## src/hdl/nis_pkg.sv

```systemverilog
// Shared types and constants for the Newton reciprocal square root block.
package nis_pkg;

  localparam int unsigned FRAC_BITS = 24;
  localparam logic [31:0] Q_ONE     = 32'h0100_0000;

  localparam logic [1:0] REG_INITIAL_GUESS   = 2'd0;
  localparam logic [1:0] REG_ERROR_THRESHOLD = 2'd1;
  localparam logic [1:0] REG_MAX_ITERATIONS  = 2'd2;

  localparam logic [31:0] RESET_GUESS     = 32'h0100_0000;
  localparam logic [24:0] RESET_THRESHOLD = 25'd168;
  localparam logic [7:0]  RESET_MAX_ITER  = 8'd64;

  typedef enum logic [3:0] {
    ST_IDLE,
    ST_SQ,
    ST_EX,
    ST_CHK,
    ST_XG,
    ST_TG1,
    ST_TG2,
    ST_UPD,
    ST_FIN
  } nis_state_t;

  // multiplier operand pairs
  typedef enum logic [1:0] {
    MUL_GG,
    MUL_TX,
    MUL_XG,
    MUL_TG
  } mul_op_t;

  typedef struct packed {
    logic    load_item;
    logic    mul_en;
    mul_op_t mul_op;
    logic    chk;
    logic    upd_g;
    logic    load_out;
  } nis_cmd_t;

  typedef struct packed {
    logic err_ok;
    logic cap_hit;
    logic out_full;
  } nis_status_t;

endpackage

```

## src/hdl/nis_ctrl.sv

```systemverilog
// Sequencer for the Newton iteration: steps one item through the shared multiplier.
module nis_ctrl import nis_pkg::*; (
  input  logic        clk,
  input  logic        rst,
  input  logic        in_valid,
  output logic        in_ready,
  input  nis_status_t status,
  output nis_cmd_t    cmd
);

  nis_state_t state, state_next;

  always_ff @(posedge clk) begin
    if (rst) begin
      state <= ST_IDLE;
    end else begin
      state <= state_next;
    end
  end

  always_comb begin
    state_next = state;
    unique case (state)
      ST_IDLE: if (in_valid) state_next = ST_SQ;
      ST_SQ:   state_next = ST_EX;
      ST_EX:   state_next = ST_CHK;
      ST_CHK: begin
        if (status.err_ok || status.cap_hit) state_next = ST_FIN;
        else state_next = ST_XG;
      end
      ST_XG:   state_next = ST_TG1;
      ST_TG1:  state_next = ST_TG2;
      ST_TG2:  state_next = ST_UPD;
      ST_UPD:  state_next = ST_SQ;
      ST_FIN:  if (!status.out_full) state_next = ST_IDLE;
      default: state_next = ST_IDLE;
    endcase
  end

  always_comb begin
    in_ready      = 1'b0;
    cmd           = '0;
    cmd.mul_op    = MUL_GG;
    unique case (state)
      ST_IDLE: begin
        in_ready      = 1'b1;
        cmd.load_item = in_valid;
      end
      ST_SQ: begin
        cmd.mul_en = 1'b1;
        cmd.mul_op = MUL_GG;
      end
      ST_EX: begin
        cmd.mul_en = 1'b1;
        cmd.mul_op = MUL_TX;
      end
      ST_CHK: cmd.chk = 1'b1;
      ST_XG: begin
        cmd.mul_en = 1'b1;
        cmd.mul_op = MUL_XG;
      end
      ST_TG1, ST_TG2: begin
        cmd.mul_en = 1'b1;
        cmd.mul_op = MUL_TG;
      end
      ST_UPD: cmd.upd_g = 1'b1;
      ST_FIN: begin
        cmd.mul_op   = MUL_XG;
        cmd.load_out = !status.out_full;
      end
      default: ;
    endcase
  end

endmodule

```

## src/hdl/nis_datapath.sv

```systemverilog
// Datapath: config registers, guess and scratch registers, shared Q8.24 multiplier, result register.
module nis_datapath import nis_pkg::*; (
  input  logic        clk,
  input  logic        rst,
  input  logic        cfg_valid,
  input  logic [1:0]  cfg_index,
  input  logic [31:0] cfg_data,
  input  logic [31:0] x_in,
  input  logic        last_in,
  input  nis_cmd_t    cmd,
  output nis_status_t status,
  output logic        out_valid,
  input  logic        out_ready,
  output logic [31:0] out_root,
  output logic        out_conv,
  output logic [7:0]  out_steps,
  output logic        out_last
);

  logic [31:0] initial_guess;
  logic [24:0] error_threshold;
  logic [7:0]  max_iterations;

  logic [31:0] x, g, tmp;
  logic [7:0]  steps;
  logic        last, conv;

  logic [31:0] mul_a, mul_b, mul_q;
  logic [63:0] prod;
  logic [31:0] err;
  logic [33:0] s3g, diff;
  logic [31:0] g_new;

  always_ff @(posedge clk) begin
    if (rst) begin
      initial_guess   <= RESET_GUESS;
      error_threshold <= RESET_THRESHOLD;
      max_iterations  <= RESET_MAX_ITER;
    end else if (cfg_valid) begin
      unique case (cfg_index)
        REG_INITIAL_GUESS:   initial_guess   <= cfg_data;
        REG_ERROR_THRESHOLD: error_threshold <= cfg_data[24:0];
        REG_MAX_ITERATIONS:  max_iterations  <= cfg_data[7:0];
        default: ;
      endcase
    end
  end

  always_comb begin
    case (cmd.mul_op)
      MUL_GG:  begin mul_a = g;   mul_b = g; end
      MUL_TX:  begin mul_a = tmp; mul_b = x; end
      MUL_XG:  begin mul_a = x;   mul_b = g; end
      default: begin mul_a = tmp; mul_b = g; end
    endcase
  end

  assign prod  = {32'd0, mul_a} * {32'd0, mul_b};
  // saturate when the shifted product spills past 32 bits
  assign mul_q = (|prod[63:56]) ? 32'hFFFF_FFFF : prod[55:24];

  assign err = (tmp >= Q_ONE) ? (tmp - Q_ONE) : (Q_ONE - tmp);

  assign s3g  = {2'b00, g} + {1'b0, g, 1'b0};
  assign diff = s3g - {2'b00, tmp};
  always_comb begin
    if ({2'b00, tmp} >= s3g) g_new = '0;
    else if (diff[33]) g_new = 32'hFFFF_FFFF;
    else g_new = diff[32:1];
  end

  always_ff @(posedge clk) begin
    if (cmd.load_item) begin
      x     <= x_in;
      last  <= last_in;
      g     <= initial_guess;
      steps <= '0;
    end
    if (cmd.mul_en) tmp <= mul_q;
    if (cmd.chk) conv <= status.err_ok;
    if (cmd.upd_g) begin
      g     <= g_new;
      steps <= steps + 8'd1;
    end
  end

  always_ff @(posedge clk) begin
    if (rst) begin
      out_valid <= 1'b0;
    end else if (cmd.load_out) begin
      out_valid <= 1'b1;
    end else if (out_ready) begin
      out_valid <= 1'b0;
    end
  end

  always_ff @(posedge clk) begin
    if (cmd.load_out) begin
      out_root  <= mul_q;
      out_conv  <= conv;
      out_steps <= steps;
      out_last  <= last;
    end
  end

  assign status.err_ok   = err <= {7'd0, error_threshold};
  assign status.cap_hit  = steps >= max_iterations;
  assign status.out_full = out_valid && !out_ready;

endmodule

```

## src/hdl/newton_inverse_sqrt_root.sv

```systemverilog
// Top level of the Newton-Raphson reciprocal square root block.
//
//  channel  | direction | handshake              | contents
//  s_axis   | in        | s_axis_tvalid/tready   | x_value, last_in on tlast
//  m_axis   | out       | m_axis_tvalid/tready   | root, steps_used, converged on tuser
//  cfg      | in        | cfg_valid/cfg_ready    | register index and write data
//
// An item is taken in the idle state. Each Newton step runs the states SQ, EX, CHK, XG,
// TG1, TG2 and UPD; after the last step SQ, EX and CHK lead to FIN, which loads the result
// register. Each Newton step is five passes through the single 32x32 multiplier plus a check
// and an update; the block takes no new request until it is back at idle.
// Synchronous active-high reset restores the register defaults; no clearing pass.
// A result waiting on m_axis stalls the block only at its end, after the next item ran.
// cfg_ready is always high.
module newton_inverse_sqrt_root import nis_pkg::*; (
  input  logic        clk,
  input  logic        rst,
  input  logic        s_axis_tvalid,
  output logic        s_axis_tready,
  input  logic [31:0] s_axis_tdata,   // [31:0] x_value
  input  logic        s_axis_tlast,
  output logic        m_axis_tvalid,
  input  logic        m_axis_tready,
  output logic [39:0] m_axis_tdata,   // [31:0] root, [39:32] steps_used
  output logic        m_axis_tuser,   // [0] converged
  output logic        m_axis_tlast,
  input  logic        cfg_valid,
  output logic        cfg_ready,
  input  logic [1:0]  cfg_index,
  input  logic [31:0] cfg_data
);

  nis_cmd_t    cmd;
  nis_status_t status;

  assign cfg_ready = 1'b1;

  nis_ctrl u_ctrl (
    .clk      (clk),
    .rst      (rst),
    .in_valid (s_axis_tvalid),
    .in_ready (s_axis_tready),
    .status   (status),
    .cmd      (cmd)
  );

  nis_datapath u_dp (
    .clk       (clk),
    .rst       (rst),
    .cfg_valid (cfg_valid),
    .cfg_index (cfg_index),
    .cfg_data  (cfg_data),
    .x_in      (s_axis_tdata),
    .last_in   (s_axis_tlast),
    .cmd       (cmd),
    .status    (status),
    .out_valid (m_axis_tvalid),
    .out_ready (m_axis_tready),
    .out_root  (m_axis_tdata[31:0]),
    .out_conv  (m_axis_tuser),
    .out_steps (m_axis_tdata[39:32]),
    .out_last  (m_axis_tlast)
  );

  // one item in flight: a request blocks the next one
  a_busy_after_req: assert property (@(posedge clk) disable iff (rst)
    (s_axis_tvalid && s_axis_tready) |=> !s_axis_tready)
    else $error("input accepted while an item is in progress");

  // a result is loaded only at the end of an item, never while idle
  a_result_from_work: assert property (@(posedge clk) disable iff (rst)
    $rose(m_axis_tvalid) |-> $past(!s_axis_tready))
    else $error("result appeared without an item in progress");

  // after the result is loaded the sequencer is back at idle
  a_idle_after_result: assert property (@(posedge clk) disable iff (rst)
    $rose(m_axis_tvalid) |-> s_axis_tready)
    else $error("sequencer not idle after delivering a result");

endmodule

```

## config.mk

```make
export PLATFORM = sky130hd
export DESIGN_NAME = newton_inverse_sqrt_root
export DESIGN_NICKNAME = d
export VERILOG_FILES = /design/src/hdl/nis_pkg.sv /design/src/hdl/nis_ctrl.sv /design/src/hdl/nis_datapath.sv /design/src/hdl/newton_inverse_sqrt_root.sv
export SDC_FILE = /design/constraint.sdc
export NUM_CORES = 2
export LEC_CHECK = 0
export BUFFER_PORTS_ARGS = -buffer_cell sky130_fd_sc_hd__buf_2
export CAP_MARGIN = 20
export CELL_PAD_IN_SITES_DETAIL_PLACEMENT = 1
export CELL_PAD_IN_SITES_GLOBAL_PLACEMENT = 2
export CORE_MARGIN = 10
export CORE_UTILIZATION = 45
export CTS_CLUSTER_DIAMETER = 60
export DETAILED_ROUTE_END_ITERATION = 10
export GPL_TIMING_DRIVEN = 0
export PLACE_DENSITY = 0.95
export SYNTH_ARGS = -nofsm -noshare
export SYNTH_HDL_FRONTEND = slang
export SYNTH_HIERARCHICAL = 1
export SYNTH_SLANG_ARGS = --single-unit
```

## constraint.sdc

```tcl
create_clock -name clk -period 16.95 [get_ports clk]
set_clock_uncertainty 0.05 [all_clocks]
set_input_delay 5.085 -clock clk [delete_from_list [all_inputs] [get_ports clk]]
set_output_delay 5.085 -clock clk [all_outputs]
set_load 0.05 [all_outputs]
```

# After elaboration in Yosys (flattened, before gate mapping)
# Index checks and enable logic that the tools add are counted.
# Widths: inputs -> output; s select.
# totals
wordCells	79
out_inout_bits	45
rom_bits	0
mem_bits_rw	0
latchBits	0
memories	0
ff_bits	218
inputBits	72
# op_classes
reduce_logical	17
n_div	0
shift	0
n_bitwise	0
n_lt_le_gt_ge	4
mul	1
n_eq_ne	14
n_addsub	5
muxes	23
# op_table
cell	count
$mux 32	7
$mul 32x32->64	1
$pmux 32 s2	1
$pmux 4 s9	1
$add 32x33->34	1
$ge 32x34->1	1
$sub 34x32->34	1
$ge 32x25->1 const B	1
$le 32x25->1	1
$sub 25x32->32 const A	1
$sub 32x25->32 const B	1
$eq 4x3->1 const B	4
$mux 8	2
$mux 4	3
$add 8x1->8 const B	1
$eq 4x2->1 const B	2
$ge 8x8->1	1
$mux 1	8
$reduce_and 2->1	4
$reduce_or 8->1	1
$pmux 2 s3	1
$reduce_or 5->1	1
$eq 2x1->1 const B	2
$eq 2x2->1 const B	2
other kinds (10)	15

# Logic depth before layout (Yosys ltp)
# logic_depth
ltp_word	8
ltp_mapped	36
ltp_nobuf	30

# Hierarchy
# Netlist, hierarchy kept.
# modules_own_cells
mod	area_each_um2	cells_each	seq_area_each_um2	instances
nis_datapath	45262.2	5050	5765.5	1
nis_ctrl	324.1	36	80.1	1
newton_inverse_sqrt_root	11.3	2	0.0	1

# Worst setup path after synthesis
# OpenSTA, ideal clock, no wires.
# synth_path
path_kind	register -> register
startpoint	register u_ctrl.state[2]
endpoint	register u_dp.out_root[30], data pin
arrival_ns	9.665
setup_ns	0.270
slack_ns	6.964
n_path_buf	6
t_required_ns	16.630
period_less_slack_ns	9.986
stages_incl_launch_ff	35
path_cell_list	dfxtp_1 buf_6 or4b_4 o211ai_1 buf_4 nand2b_1 clkbuf_1 clkbuf_1 buf_1 mux2i_1 clkbuf_1 nor2_1 fa_1 inv_1 fa_1 fa_1 fa_1 inv_1 fa_1 inv_1 fa_1 inv_1 fa_1 fa_1 ha_1 nand4_1 nor4_1 nand2_1 a211o_1 a2111o_1 and3b_1 nor3_2 o32ai_2 nor4_4 or3b_1
# synth_lines
element	line	rtl
start, declared	nis_ctrl.sv:11	nis_state_t state, state_next;
start signal, assigned	nis_ctrl.sv:17	state <= state_next;
end signal, assigned	nis_datapath.sv:99	out_root <= mul_q;
end, declared	nis_datapath.sv:14	output logic [31:0] out_root,

==> impl_metrics.py <==
metrics = {
    "finish": {
        "stdcell_count": 6660,
        "drive_gt1_share_pct": 5.76,
        "most-common-layout-cells": "960 x inv_1, 897 x fa_1, 704 x nor2_1",
        "nNetsFinal": 6611,
        "syn2layout_area_growth_pct": 8.32,
        "layout_commonest_cell": "inv_1",
    },
    "logic_synthesis": {
        "ys_types": 84,
        "yosysWarnings": 6,
        "synth_cells": 5088,
        "yosys.area.top_type": "fa_1",
        "ys_ff_latch": 218,
        "synth_top_flop_cell": "edfxtp_1",
        "synth_top_cell_area_share_pct": 39.4,
        "synth_edf_count": 148,
        "synth_fp_nets": 6419,
        "synth_area_leaders": "fa_1 39%, ha_1 9.9%, edfxtp_1 9.7%",
        "ys_async_sr_fraction_pct": 0,
        "avgSynthCellArea_sq_um": 8.96,
        "synth_seq_area_share_pct": 12.8,
        "syn_area_sq_mm": 0.0456,
    },
    "worst_setup_path": {
        "r2r-start": "u_ctrl/state[3]$_SDFFE_PP0P_",
        "crit_family": "adder cells",
        "r2r_slack_ps": 2940,
        "cpMostUsedCell": "fa_1",
        "worstPathArrival_ps": 14200,
        "critPathKind": "register to register",
        "critPathLaunch": "u_ctrl/state[3]$_SDFFE_PP0P_",
        "path_buf_inv": 11,
        "required_ps": 17150,
        "worst_path_largest_cell_delay_ps": 910,
        "cp_max_fo": 10,
        "worst_path_max_delay_cell": "clkbuf_1",
        "startpoint_type": "register",
        "end_kind": "register",
    },
    "timing": {
        "rsz0062_at_grt": "false",
        "setup_viol": 0,
        "period_share_pct": 82.6,
        "hold_violations": 0,
        "slew_headroom_pct": 13.3,
        "slew_violations": 0,
        "tns_ps": 0,
        "min_period_ps": 14010,
        "timing.fmax_mhz": 71.4,
        "tightest_slew_ps": 1300,
    },
    "detailed_routing": {
        "vias": 38727,
        "routedWlPerCell_microns": 28.8,
        "drtIter0Drc": 3813,
        "firstDrtPassIters": 5,
        "vias_per_cell": 5.81,
        "ant_nets": 0,
        "route.detailed.drc": 0,
        "wirelength_mm": 192,
    },
    "global_route": {
        "grt_max_degree": 41,
        "grtUsageTotal_pct": 33.2,
        "overflow": 0,
        "grt_pass1_vias": 42007,
        "antenna_found_initial": 6,
        "grt_pass1_wl_mm": 282,
    },
    "hold_path": {
        "hold_path.class": "register to register",
        "worst_hold_startpoint": "u_dp/last$_DFFE_PP_",
    },
    "cts": {
        "cts_tree": "yes",
        "postCtsSetupBuffers": 0,
        "cts_buffers": 25,
        "clockRootBuffer": "clkbuf_16",
        "cts_num_sinks": 218,
        "h-tree-depth": 1,
        "hold_buffers": 0,
        "clock_path_buffers": 3,
        "cts_resized": 0,
        "worstSkewPairLatency_ps": 600,
        "path_clk_slew_ps": 60,
    },
    "run": {
        "drv_cap": 0,
    },
    "place": {
        "gp_congestion": 0.984,
        "port-buffer-count": 115,
        "hpwl_mm": 164,
        "placedCellCount": 6605,
    },
    "floorplan": {
        "start_util_pct": 45.5,
        "die_area_sq_mm": 0.114,
        "die-height_microns": 338,
        "die_x_microns": 338,
        "rows": 116,
        "num_io_pins": 117,
        "coreArea_sq_mm": 0.100,
    },
    "outcome": {
        "outcome": "completed",
    },
}
## cells by family after synthesis
logic type | count (synthesis) | synth area share, %
buffers and inverters | 1191 | 9.91
AO/OA/AOI/OAI | 606 | 8.67
flip-flops | 218 | 12.8
other | 1 | 0.00822
multiplexers | 100 | 2.27
AND/OR/NAND/NOR | 1585 | 14.5
adder cells (fa/ha/maj) | 1259 | 49.3
XOR/XNOR | 128 | 2.46
## state kept, by name, indices dropped and copies added (netlist names), 8 cells and up
name / flops
u_dp/out_steps: 8
u_dp/g: 32
u_dp/steps: 8
u_dp/max_iterations: 8
u_dp/out_root: 32
u_dp/error_threshold: 25
u_dp/x: 32
u_dp/initial_guess: 32
u_dp/tmp: 32
## final cells by class
| cell class | instances | area, sq um |
|---|---|---|
| clock inverter | 11 | 90.1 |
| buffer | 231 | 918 |
| multi-input combinational | 3679 | 35300 |
| tap | 1357 | 1700 |
| clock buffer | 35 | 714 |
| antenna | 4 | 10.0 |
| sequential | 218 | 5850 |
| fill | 11743 | 50900 |
| timing repair buffer | 165 | 1200 |
| inverter | 960 | 3600 |
## synthesized netlist by cell type (all sizes together), types with 70 or more instances
cell type / n
a21oi: 207
clkbuf: 197
dfxtp: 70
edfxtp: 148
fa: 897
ha: 362
inv: 960
mux2i: 72
nand2: 634
nor2: 705
o21ai: 113
xnor2: 95
## layer usage
metal  share of wire [%]  global-route usage, %  vias to the layer above
met2                  44                   51.1                     1978
met5               0.024                      0                        -
met4                 6.8                   17.9                        8
met1                  39                   43.0                    20019
li1                    -                      -                    16230
met3                  10                   8.02                      492
## final timing paths
path,depth (start not counted),endpoint
min reg2reg,0,u_dp/out_last$_DFFE_PP_
max reg2reg,35,u_dp/out_root[6]$_DFFE_PP_
max,35,u_dp/out_root[6]$_DFFE_PP_
min,0,u_dp/out_last$_DFFE_PP_
## stage by stage
| stage | setup slack [ps] | hold slack (ps) | area [sq um] | utilization [%] |
|---|---|---|---|---|
| floorplan | 6960 | 350 | 45600 | - |
| global placement | 2960 | 351 | 47900 | 47.7 |
| detailed placement | 3300 | 359 | 48500 | 48.4 |
| CTS | 3250 | 373 | 49300 | 49.2 |
| global route | 2630 | 376 | 49400 | 49.2 |
| finish | 2940 | 368 | 49400 | 49.2 |
Power is not shown: default switching activity piles up to over one toggle a cycle in this logic, so the estimate is an artifact.
